$ cat src/rtl/page_replacement_fifo_lru_optimal_top_defines.svh
// ----------------------------------------------------------------------------
// Assertion macros for the page replacement block
// Shared same-cycle and next-cycle implication check forms.
// ----------------------------------------------------------------------------
`ifndef PAGE_REPLACEMENT_FIFO_LRU_OPTIMAL_TOP_DEFINES_SVH
`define PAGE_REPLACEMENT_FIFO_LRU_OPTIMAL_TOP_DEFINES_SVH

// Same-cycle implication, sampled on clk, off during reset
`define PRFLO_ASSERT_NOW(lbl, ante, cons, msg) \
    lbl: assert property (@(posedge clk) disable iff (!rst_n) (ante) |-> (cons)) \
        else $error(msg);

// Next-cycle implication, sampled on clk, off during reset
`define PRFLO_ASSERT_NEXT(lbl, ante, cons, msg) \
    lbl: assert property (@(posedge clk) disable iff (!rst_n) (ante) |=> (cons)) \
        else $error(msg);

`endif

$ cat src/rtl/prflo_pkg.sv
// ----------------------------------------------------------------------------
// prflo_pkg
// Constants, policy codes and controller/datapath interface types.
// ----------------------------------------------------------------------------
`timescale 1ns / 1ps

package prflo_pkg;

    // Reference store geometry
    localparam int MAX_REFS = 32;
    localparam int ADDR_W   = $clog2(MAX_REFS);
    localparam int CNT_W    = $clog2(MAX_REFS + 1);
    localparam int PAGE_W   = 8;
    localparam int HITS_W   = 7;
    localparam int MODE_W   = 2;

    // Replacement policy codes (unused code runs as FIFO)
    localparam logic [MODE_W-1:0] MODE_FIFO = 2'd0;
    localparam logic [MODE_W-1:0] MODE_LRU  = 2'd1;
    localparam logic [MODE_W-1:0] MODE_OPT  = 2'd2;

    // Frame count codes
    localparam logic [1:0] FRAMES_FULL = 2'd3;
    localparam logic [1:0] FRAME_LAST  = 2'd2;

    // Controller to datapath commands
    typedef struct packed {
        logic store;       // write the incoming page into the store
        logic run_init;    // clear frames and counters for a new run
        logic apply_look;  // resolve the current reference from the looked-up page
        logic scan_start;  // begin the future-use scan
        logic scan_step;   // advance the future-use scan by one read
        logic apply_opt;   // replace the scan victim with the held page
    } cmd_t;

    // Datapath to controller status
    typedef struct packed {
        logic need_scan;   // optimal miss with all frames full
        logic scan_done;   // victim known
        logic is_last;     // current reference is the final one
    } status_t;

endpackage

$ cat src/rtl/prflo_datapath.sv
// ----------------------------------------------------------------------------
// prflo_datapath
// Reference store, frame registers, policy update, future-use scan, results.
// ----------------------------------------------------------------------------
`timescale 1ns / 1ps

`include "page_replacement_fifo_lru_optimal_top_defines.svh"

module prflo_datapath
    import prflo_pkg::*;
(
    input  logic              clk,
    input  logic              rst_n,
    input  logic [PAGE_W-1:0] page,
    input  logic              cfg_valid,
    input  logic [MODE_W-1:0] cfg_data,
    input  cmd_t              cmd,
    output status_t           stat,
    output logic [PAGE_W-1:0] slot_a_page,
    output logic              slot_a_valid,
    output logic [PAGE_W-1:0] slot_b_page,
    output logic              slot_b_valid,
    output logic [PAGE_W-1:0] slot_c_page,
    output logic              slot_c_valid,
    output logic              was_hit,
    output logic [HITS_W-1:0] hits_so_far,
    output logic              end_of_run,
    output logic              result_valid
);

    // Reference store memory
    logic [PAGE_W-1:0] store_mem [MAX_REFS];
    logic [PAGE_W-1:0] rd_data_reg;
    logic [ADDR_W-1:0] rd_addr;
    logic              store_wr;

    // Control and counter state
    logic [MODE_W-1:0] mode_reg, mode_run_reg, mode_run_next;
    logic [CNT_W-1:0]  count_reg, count_next;
    logic [ADDR_W-1:0] idx_reg, idx_next;
    logic [1:0]        used_reg, used_next;
    logic [1:0]        fifo_ptr_reg, fifo_ptr_next;
    logic [HITS_W-1:0] hits_reg, hits_next;
    logic              result_valid_reg, result_valid_next;
    logic              was_hit_reg, was_hit_next;
    logic              end_reg, end_next;

    // Frames and held page
    logic [PAGE_W-1:0] frame_reg [3];
    logic [PAGE_W-1:0] frame_next [3];
    logic [PAGE_W-1:0] cur_page_reg, cur_page_next;

    // Scan state
    logic [CNT_W-1:0]  scan_addr_reg, scan_addr_next;
    logic              pend_valid_reg, pend_valid_next;
    logic [ADDR_W-1:0] pend_pos_reg, pend_pos_next;
    logic [2:0]        found_reg, found_next;
    logic [ADDR_W-1:0] pos_reg [3];
    logic [ADDR_W-1:0] pos_next [3];

    // Derived signals
    logic [2:0] hit_vec;
    logic       look_hit;
    logic [1:0] hit_at;
    logic       lru_run;
    logic       scan_issue;
    logic       all_found;
    logic [1:0] victim;
    logic       apply_any;
    logic [CNT_W-1:0] idx_plus;

    assign lru_run    = (mode_run_reg == MODE_LRU);
    assign idx_plus   = CNT_W'(idx_reg) + CNT_W'(1);
    assign scan_issue = (scan_addr_reg < count_reg);
    assign all_found  = &found_reg;
    assign apply_any  = cmd.apply_look | cmd.apply_opt;
    assign store_wr   = cmd.store && (count_reg < CNT_W'(MAX_REFS));
    assign rd_addr    = cmd.scan_step ? scan_addr_reg[ADDR_W-1:0] : idx_reg;

    // Store write and registered read
    always_ff @(posedge clk)
    begin
        if (store_wr)
        begin
            store_mem[count_reg[ADDR_W-1:0]] <= page;
        end
        rd_data_reg <= store_mem[rd_addr];
    end

    // Lookup of the current reference among resident frames
    always_comb
    begin
        for (int k = 0; k < 3; k++)
        begin
            hit_vec[k] = (2'(k) < used_reg) && (frame_reg[k] == rd_data_reg);
        end
        look_hit = |hit_vec;
        if (hit_vec[0])
        begin
            hit_at = 2'd0;
        end
        else if (hit_vec[1])
        begin
            hit_at = 2'd1;
        end
        else
        begin
            hit_at = 2'd2;
        end
    end

    // Optimal victim: lowest frame with no future use, else farthest use
    always_comb
    begin
        if (!found_reg[0])
        begin
            victim = 2'd0;
        end
        else if (!found_reg[1])
        begin
            victim = 2'd1;
        end
        else if (!found_reg[2])
        begin
            victim = 2'd2;
        end
        else if (pos_reg[0] > pos_reg[1])
        begin
            victim = (pos_reg[0] > pos_reg[2]) ? 2'd0 : 2'd2;
        end
        else
        begin
            victim = (pos_reg[1] > pos_reg[2]) ? 2'd1 : 2'd2;
        end
    end

    // Status to controller
    always_comb
    begin
        stat.need_scan = !look_hit && (used_reg == FRAMES_FULL) && (mode_run_reg == MODE_OPT);
        stat.scan_done = all_found || (!pend_valid_reg && !scan_issue);
        stat.is_last   = (idx_plus == count_reg);
    end

    // Next-state logic
    always_comb
    begin
        mode_run_next     = mode_run_reg;
        count_next        = count_reg;
        idx_next          = idx_reg;
        used_next         = used_reg;
        fifo_ptr_next     = fifo_ptr_reg;
        hits_next         = hits_reg;
        result_valid_next = 1'b0;
        was_hit_next      = was_hit_reg;
        end_next          = end_reg;
        cur_page_next     = cur_page_reg;
        scan_addr_next    = scan_addr_reg;
        pend_valid_next   = pend_valid_reg;
        pend_pos_next     = pend_pos_reg;
        found_next        = found_reg;
        for (int k = 0; k < 3; k++)
        begin
            frame_next[k] = frame_reg[k];
            pos_next[k]   = pos_reg[k];
        end

        // Loading
        if (store_wr)
        begin
            count_next = count_reg + CNT_W'(1);
        end

        // New run
        if (cmd.run_init)
        begin
            used_next     = 2'd0;
            fifo_ptr_next = 2'd0;
            hits_next     = '0;
            idx_next      = '0;
            mode_run_next = mode_reg;
        end

        // Resolve a reference without a scan
        if (cmd.apply_look)
        begin
            if (look_hit)
            begin
                hits_next = hits_reg + HITS_W'(1);
                if (lru_run)
                begin
                    if (hit_at == 2'd0 && used_reg > 2'd1)
                    begin
                        frame_next[0] = frame_reg[1];
                    end
                    if (hit_at <= 2'd1 && used_reg > 2'd2)
                    begin
                        frame_next[1] = frame_reg[2];
                    end
                    frame_next[used_reg - 2'd1] = rd_data_reg;
                end
            end
            else if (used_reg != FRAMES_FULL)
            begin
                frame_next[used_reg] = rd_data_reg;
                used_next = used_reg + 2'd1;
            end
            else if (lru_run)
            begin
                frame_next[0] = frame_reg[1];
                frame_next[1] = frame_reg[2];
                frame_next[2] = rd_data_reg;
            end
            else
            begin
                frame_next[fifo_ptr_reg] = rd_data_reg;
                fifo_ptr_next = (fifo_ptr_reg == FRAME_LAST) ? 2'd0 : fifo_ptr_reg + 2'd1;
            end
        end

        // Scan setup: hold the page, search from the next reference
        if (cmd.scan_start)
        begin
            cur_page_next   = rd_data_reg;
            scan_addr_next  = idx_plus;
            pend_valid_next = 1'b0;
            found_next      = 3'b000;
        end

        // Scan: issue one read, compare the previous one
        if (cmd.scan_step)
        begin
            if (scan_issue)
            begin
                scan_addr_next = scan_addr_reg + CNT_W'(1);
            end
            pend_valid_next = scan_issue;
            pend_pos_next   = scan_addr_reg[ADDR_W-1:0];
            if (pend_valid_reg)
            begin
                for (int k = 0; k < 3; k++)
                begin
                    if (!found_reg[k] && rd_data_reg == frame_reg[k])
                    begin
                        found_next[k] = 1'b1;
                        pos_next[k]   = pend_pos_reg;
                    end
                end
            end
        end

        // Optimal replacement
        if (cmd.apply_opt)
        begin
            frame_next[victim] = cur_page_reg;
        end

        // Result and advance
        if (apply_any)
        begin
            result_valid_next = 1'b1;
            was_hit_next      = cmd.apply_look && look_hit;
            end_next          = stat.is_last;
            if (stat.is_last)
            begin
                idx_next   = '0;
                count_next = '0;
            end
            else
            begin
                idx_next = idx_plus[ADDR_W-1:0];
            end
        end
    end

    // Control registers
    always_ff @(posedge clk or negedge rst_n)
    begin
        if (!rst_n)
        begin
            mode_reg         <= MODE_FIFO;
            mode_run_reg     <= MODE_FIFO;
            count_reg        <= '0;
            idx_reg          <= '0;
            used_reg         <= 2'd0;
            fifo_ptr_reg     <= 2'd0;
            hits_reg         <= '0;
            result_valid_reg <= 1'b0;
            scan_addr_reg    <= '0;
            pend_valid_reg   <= 1'b0;
            found_reg        <= 3'b000;
        end
        else
        begin
            if (cfg_valid)
            begin
                mode_reg <= cfg_data;
            end
            mode_run_reg     <= mode_run_next;
            count_reg        <= count_next;
            idx_reg          <= idx_next;
            used_reg         <= used_next;
            fifo_ptr_reg     <= fifo_ptr_next;
            hits_reg         <= hits_next;
            result_valid_reg <= result_valid_next;
            scan_addr_reg    <= scan_addr_next;
            pend_valid_reg   <= pend_valid_next;
            found_reg        <= found_next;
        end
    end

    // Payload registers
    always_ff @(posedge clk)
    begin
        was_hit_reg  <= was_hit_next;
        end_reg      <= end_next;
        cur_page_reg <= cur_page_next;
        pend_pos_reg <= pend_pos_next;
        for (int k = 0; k < 3; k++)
        begin
            frame_reg[k] <= frame_next[k];
            pos_reg[k]   <= pos_next[k];
        end
    end

    // Display mapping: LRU shows the recency list reversed
    always_comb
    begin
        slot_a_valid = lru_run ? (used_reg > 2'd2) : (used_reg > 2'd0);
        slot_b_valid = used_reg > 2'd1;
        slot_c_valid = lru_run ? (used_reg > 2'd0) : (used_reg > 2'd2);
        slot_a_page  = slot_a_valid ? (lru_run ? frame_reg[2] : frame_reg[0]) : '0;
        slot_b_page  = slot_b_valid ? frame_reg[1] : '0;
        slot_c_page  = slot_c_valid ? (lru_run ? frame_reg[0] : frame_reg[2]) : '0;
    end

    assign was_hit      = was_hit_reg;
    assign hits_so_far  = hits_reg;
    assign end_of_run   = end_reg;
    assign result_valid = result_valid_reg;

    // Checks
    `PRFLO_ASSERT_NEXT(a_strobe_single, result_valid_reg, !result_valid_reg,
        "result strobes in consecutive cycles")
    `PRFLO_ASSERT_NOW(a_end_clears, result_valid_reg && end_reg,
        count_reg == '0 && idx_reg == '0, "store not emptied after final result")

endmodule

$ cat src/rtl/prflo_ctrl.sv
// ----------------------------------------------------------------------------
// prflo_ctrl
// Sequencer for loading, per-reference lookup and the optimal-mode scan.
// ----------------------------------------------------------------------------
`timescale 1ns / 1ps

`include "page_replacement_fifo_lru_optimal_top_defines.svh"

module prflo_ctrl
    import prflo_pkg::*;
(
    input  logic    clk,
    input  logic    rst_n,
    input  logic    start,
    input  logic    last_ref,
    input  status_t stat,
    output cmd_t    cmd,
    output logic    busy
);

    typedef enum logic [1:0] {
        S_IDLE,
        S_READ,
        S_LOOK,
        S_SCAN
    } state_t;

    state_t state_reg, state_next;
    logic   busy_reg;

    // Command decode and next state
    always_comb
    begin
        cmd        = '0;
        state_next = state_reg;
        case (state_reg)
            S_IDLE:
            begin
                if (start)
                begin
                    cmd.store = 1'b1;
                    if (last_ref)
                    begin
                        cmd.run_init = 1'b1;
                        state_next   = S_READ;
                    end
                end
            end
            S_READ:
            begin
                state_next = S_LOOK;
            end
            S_LOOK:
            begin
                if (stat.need_scan)
                begin
                    cmd.scan_start = 1'b1;
                    state_next     = S_SCAN;
                end
                else
                begin
                    cmd.apply_look = 1'b1;
                    state_next     = stat.is_last ? S_IDLE : S_READ;
                end
            end
            S_SCAN:
            begin
                cmd.scan_step = 1'b1;
                if (stat.scan_done)
                begin
                    cmd.apply_opt = 1'b1;
                    state_next    = stat.is_last ? S_IDLE : S_READ;
                end
            end
            default:
            begin
                state_next = S_IDLE;
            end
        endcase
    end

    // State and busy flag
    always_ff @(posedge clk or negedge rst_n)
    begin
        if (!rst_n)
        begin
            state_reg <= S_IDLE;
            busy_reg  <= 1'b0;
        end
        else
        begin
            state_reg <= state_next;
            busy_reg  <= (state_next != S_IDLE);
        end
    end

    assign busy = busy_reg;

    // Checks
    `PRFLO_ASSERT_NOW(a_busy_tracks_state, 1'b1,
        busy_reg == (state_reg != S_IDLE), "busy out of step with sequencer")
    `PRFLO_ASSERT_NEXT(a_run_starts, state_reg == S_IDLE && start && last_ref,
        state_reg == S_READ, "run did not start on final item")

endmodule

$ cat src/rtl/page_replacement_fifo_lru_optimal_top.sv
// ----------------------------------------------------------------------------
// page_replacement_fifo_lru_optimal_top
// Three-frame page replacement simulator: FIFO, LRU and optimal policies.
// ----------------------------------------------------------------------------
// Pages are loaded one item per cycle while busy is low (up to 32 stored;
// more are dropped). The item with last_ref set starts a run: busy rises and
// one result per stored reference is strobed on result_valid for a single
// cycle, in order; the receiver cannot stall, so it must take each result as
// it appears. A reference takes a store read, then a lookup and update;
// in optimal mode a miss with all frames full adds a scan of the remaining
// references, one store read per reference, stopping early once all three
// frames have a next use; the reference store has a single read port.
// The final result strobes in the first cycle with busy low. policy_mode is
// written through cfg_valid/cfg_data (always ready) and is sampled at run start.
`timescale 1ns / 1ps

module page_replacement_fifo_lru_optimal_top
    import prflo_pkg::*;
(
    input  logic              clk,
    input  logic              rst_n,
    input  logic              start,
    output logic              busy,
    input  logic [PAGE_W-1:0] page,
    input  logic              last_ref,
    input  logic              cfg_valid,
    output logic              cfg_ready,
    input  logic [MODE_W-1:0] cfg_data,
    output logic              result_valid,
    output logic [PAGE_W-1:0] slot_a_page,
    output logic              slot_a_valid,
    output logic [PAGE_W-1:0] slot_b_page,
    output logic              slot_b_valid,
    output logic [PAGE_W-1:0] slot_c_page,
    output logic              slot_c_valid,
    output logic              was_hit,
    output logic [HITS_W-1:0] hits_so_far,
    output logic              end_of_run
);

    cmd_t    cmd;
    status_t stat;

    assign cfg_ready = 1'b1;

    // Sequencer
    prflo_ctrl u_ctrl (
        .clk      (clk),
        .rst_n    (rst_n),
        .start    (start),
        .last_ref (last_ref),
        .stat     (stat),
        .cmd      (cmd),
        .busy     (busy)
    );

    // Store, frames and result registers
    prflo_datapath u_datapath (
        .clk          (clk),
        .rst_n        (rst_n),
        .page         (page),
        .cfg_valid    (cfg_valid),
        .cfg_data     (cfg_data),
        .cmd          (cmd),
        .stat         (stat),
        .slot_a_page  (slot_a_page),
        .slot_a_valid (slot_a_valid),
        .slot_b_page  (slot_b_page),
        .slot_b_valid (slot_b_valid),
        .slot_c_page  (slot_c_page),
        .slot_c_valid (slot_c_valid),
        .was_hit      (was_hit),
        .hits_so_far  (hits_so_far),
        .end_of_run   (end_of_run),
        .result_valid (result_valid)
    );

endmodule
$ cat config.mk
export PLATFORM = sky130hd
export DESIGN_NAME = page_replacement_fifo_lru_optimal_top
export DESIGN_NICKNAME = d
export VERILOG_FILES = /design/src/rtl/prflo_pkg.sv /design/src/rtl/prflo_datapath.sv /design/src/rtl/prflo_ctrl.sv /design/src/rtl/page_replacement_fifo_lru_optimal_top.sv
export VERILOG_INCLUDE_DIRS = /design/src /design/src/rtl
export SDC_FILE = /design/constraint.sdc
export NUM_CORES = 1
export LEC_CHECK = 0
export ABC_AREA = 1
export BUFFER_PORTS_ARGS = -buffer_cell sky130_fd_sc_hd__buf_2
export CAP_MARGIN = 25
export CORE_MARGIN = 4
export CORE_UTILIZATION = 40
export DETAILED_ROUTE_END_ITERATION = 6
export GPL_TIMING_DRIVEN = 0
export PLACE_DENSITY_LB_ADDON = 0.25
export SYNTH_ARGS = -nofsm -noshare
export SYNTH_HDL_FRONTEND = slang
export SYNTH_SLANG_ARGS = --single-unit
$ cat constraint.sdc
create_clock -name clk -period 2.2 [get_ports clk]
set_input_delay 0.33 -clock clk [delete_from_list [all_inputs] [get_ports clk]]
set_output_delay 0.33 -clock clk [all_outputs]
set_load 0.005 [all_outputs]
==> results.sh <==
export IMPL_status="finished, violations left"
export IMPL_violations="DRC, setup timing"
export IMPL_min_path_type="in2async"
export IMPL_synth_warnings=0
export IMPL_synth_sequential_area_ratio=0.587
export IMPL_path_class="reg2out"
export IMPL_postSynthAreaPerCell_sq_um=9.43
export IMPL_fmax_mhz=412
export IMPL_yosysTopAreaCellShare=0.493
export IMPL_start_util=0.404
export IMPL_drcViolationCount=1
export IMPL_cts_root_buf="clkbuf_16"
export IMPL_finalMaxSlewViolations=0
export IMPL_ir_drop_v=0.000640
export IMPL_drt_total_wl_mm=60.6
export IMPL_async_flop_share=0.112
export IMPL_setup_slack_ps=-228
export IMPL_syn_area_sq_mm=0.0174
export IMPL_crit_path_max_fanout=5
export IMPL_placedInstanceArea_sq_mm=0.0184
export IMPL_synth_seq_cells=358
export IMPL_final_min_clock_period_ps=2430
export IMPL_htree_num_levels=2
export IMPL_vias_per_cell=5.61
export IMPL_first_global_vias=14400
export IMPL_grt_ovfl_total=0
export IMPL_die_y_microns=217
export IMPL_synthCells=1846
export IMPL_clock_sinks=358
export IMPL_first_pass_iters=7
export IMPL_layout_drive_gt1_share=0.292
export IMPL_syn_nets=1892
export IMPL_core_sq_mm=0.0431
export IMPL_rsz0062_at_grt="yes"
export IMPL_clkLatencyLatePin_ps=580
export IMPL_syn_to_final_growth_pct=31.0
export IMPL_crit_arrival_ps=2100
export IMPL_worst_setup_path_end_kind="output pin"
export IMPL_startpoint_type="register"
export IMPL_cts_made_buffers=39
export IMPL_io_pins=54
export IMPL_yosys_area_top_type="edfxtp_1"
export IMPL_fp_dieW_microns=217
export IMPL_critPathRequiredTime_ps=1870
export IMPL_die_area_sq_mm=0.0469
export IMPL_ant_nets=0
export IMPL_power_leakage_nw=8.90
export IMPL_place_congestion=0.982
export IMPL_nets=2116
export IMPL_largest_reg_flops=256
export IMPL_fin_crit_sh=1.10
export IMPL_synth_edf_count=286
export IMPL_clkTransAtPathRegs_ps=60
export IMPL_maxCapViolations=0
export IMPL_power_density_mw_per_mm2=611
export IMPL_dp_hpwl_mm=39.8
export IMPL_vias=15100
export IMPL_tightest_slew_ps=727
export IMPL_post_route_util=0.530
export IMPL_slew_headroom=0.515
export IMPL_final_cells=2684
export IMPL_diodes=0
export IMPL_reg2regPathDepth=16
export IMPL_r2r_start="u_datapath.used_reg[1]$_DFF_PN0_"
export IMPL_holdWs_ps=101
export IMPL_reg2reg_to="u_datapath.idx_reg[4]$_DFFE_PN0P_"
export IMPL_reg2reg_slack_ps=-80
export IMPL_wl_per_cell_microns=22.6
export IMPL_grt_usage=0.246
export IMPL_yosysUniqueCellTypes=45
export IMPL_dp_cells=2485
export IMPL_clk_path_buf_depth=3
export IMPL_cts_tree="yes"
export IMPL_grt_max_degree=41
export IMPL_clock_skew_ps=20.8
export IMPL_final_hold_viol_count=0
export IMPL_synth_main_ff_cell="edfxtp_1"
export IMPL_fin_area_sq_mm=0.0228
export IMPL_antenna_found_initial=0
export IMPL_yosys_top_cells_area="edfxtp_1, nand2_1, o21ai_0"
export IMPL_core_rowCount=76
export IMPL_numPortBuffers=52
export IMPL_finalSetupViolCount=56
export IMPL_drt_iter0_drc=1580
export IMPL_grt_pass1_wl_mm=88.1
[how the worst max path moves through the flow]
| stage | from | endpoint | slack (ps) |
|---|---|---|---|
| floorplan | u_datapath.count_reg[3]$_DFF_PN0_ | u_datapath.frame_reg[0][15]$_DFF_P_ | -20 |
| global route | u_datapath.used_reg[1]$_DFF_PN0_ | slot_a_page[7] | -290 |
| global placement | u_datapath.count_reg[2]$_DFF_PN0_ | u_datapath.frame_reg[0][15]$_DFF_P_ | -930 |
| detailed placement | u_datapath.count_reg[3]$_DFF_PN0_ | u_datapath.frame_reg[0][15]$_DFF_P_ | -910 |
| finish | u_datapath.used_reg[1]$_DFF_PN0_ | slot_a_page[7] | -230 |
| CTS | u_datapath.used_reg[1]$_DFF_PN0_ | slot_a_page[7] | -250 |
[routing by layer]
metal / share of wire / track usage / wire (microns)
met1: 0.41 / 0.332 / 24600
met2: 0.45 / 0.386 / 27200
met3: 0.092 / 0.0487 / 5570
met4: 0.053 / 0.111 / 3210
met5: 0 / 0 / 0
[per-stage QoR]
step,total power [W],setup slack (ps),setup TNS [ps]
after floorplan,0.00745,-18.8,-44.1
after global placement,0.00755,-925,-119380
after detailed placement,0.00756,-913,-119300
after CTS,0.0140,-251,-4300
after global routing,0.0143,-292,-10040
final,0.0139,-228,-4290
[cell type report]
class,count,area [sq um]
clock buffers,47,1020
multi-input cells,1245,7490
well taps,585,732
flip-flops and latches,358,10300
clock inverters,23,226
plain buffers,90,880
repair buffers,185,1540
fillers,3838,20300
inverters,151,664
[placed cells by master, fill, tap and decap left out, drive strengths merged]
cell,n
a21oi,56
ha,31
dlygate4sd3,7
nor3,15
o22ai,19
clkinv,20
a211oi,7
o211ai,15
o21a,7
a21boi,1
dfxtp,32
dfrtp,40
buf,227
o21ai,248
clkbuf,88
a31oi,7
nor2,238
xor2,11
nand4,21
nand2,394
nor3b,1
bufinv,3
xnor2,4
o31ai,4
edfxtp,286
or2,3
nor4,1
conb,1
and2,1
a21o,3
inv,142
o221ai,50
clkinvlp,9
nand3,107
[what timing repair did]
item | in CTS | in global routing
pin swaps | 18 | 89
gates resized for setup | 275 | 378
cloned | 2 | 6
setup buffers | 61 | 58
hold buffers | 7 | 0
setup endpoints to repair | 367 | 211
hold endpoints to repair | 42 | 0
[logic make-up after synthesis]
logic type | count (synthesis) | synth area share
flops | 358 | 0.587
compound gates | 416 | 0.139
simple gates | 779 | 0.186
buf+inv | 246 | 0.0576
other cells | 1 | 0.000215
fa+ha+maj | 31 | 0.0223
xor+xnor | 15 | 0.00754
[synth_stat cells (11+ instances only)]
library cell and instances:
buf_4 14, dfrtp_1 40, o22ai_1 19, edfxtp_1 286
o221ai_1 50, a21oi_1 49, dfxtp_1 32, nand2_1 386
clkbuf_1 62, nand4_1 21, nand3_1 106, o211ai_1 15
buf_2 14, inv_1 124, o21ai_1 19, ha_1 31
o21ai_0 228, nor3_1 14, inv_2 17, xor2_1 11
nor2_1 233
[power by group]
group	leakage, nW	internal (W)	switching, W
clock	0.609	0.00369	0.00283
sequential	3.25	0.00730	0.000000844
combinational	5.04	0.0000250	0.000103
total	8.90	0.0110	0.00293
[worst max-delay path: stages (launching register included)]
cell and delay (ps):
dfrtp_2 410, ha_4 190, clkinvlp_4 120, nor2_4 180, clkinvlp_4 160, o21ai_4 110
nor3b_2 200, buf_2 140
(Power assumes the default switching activity.)
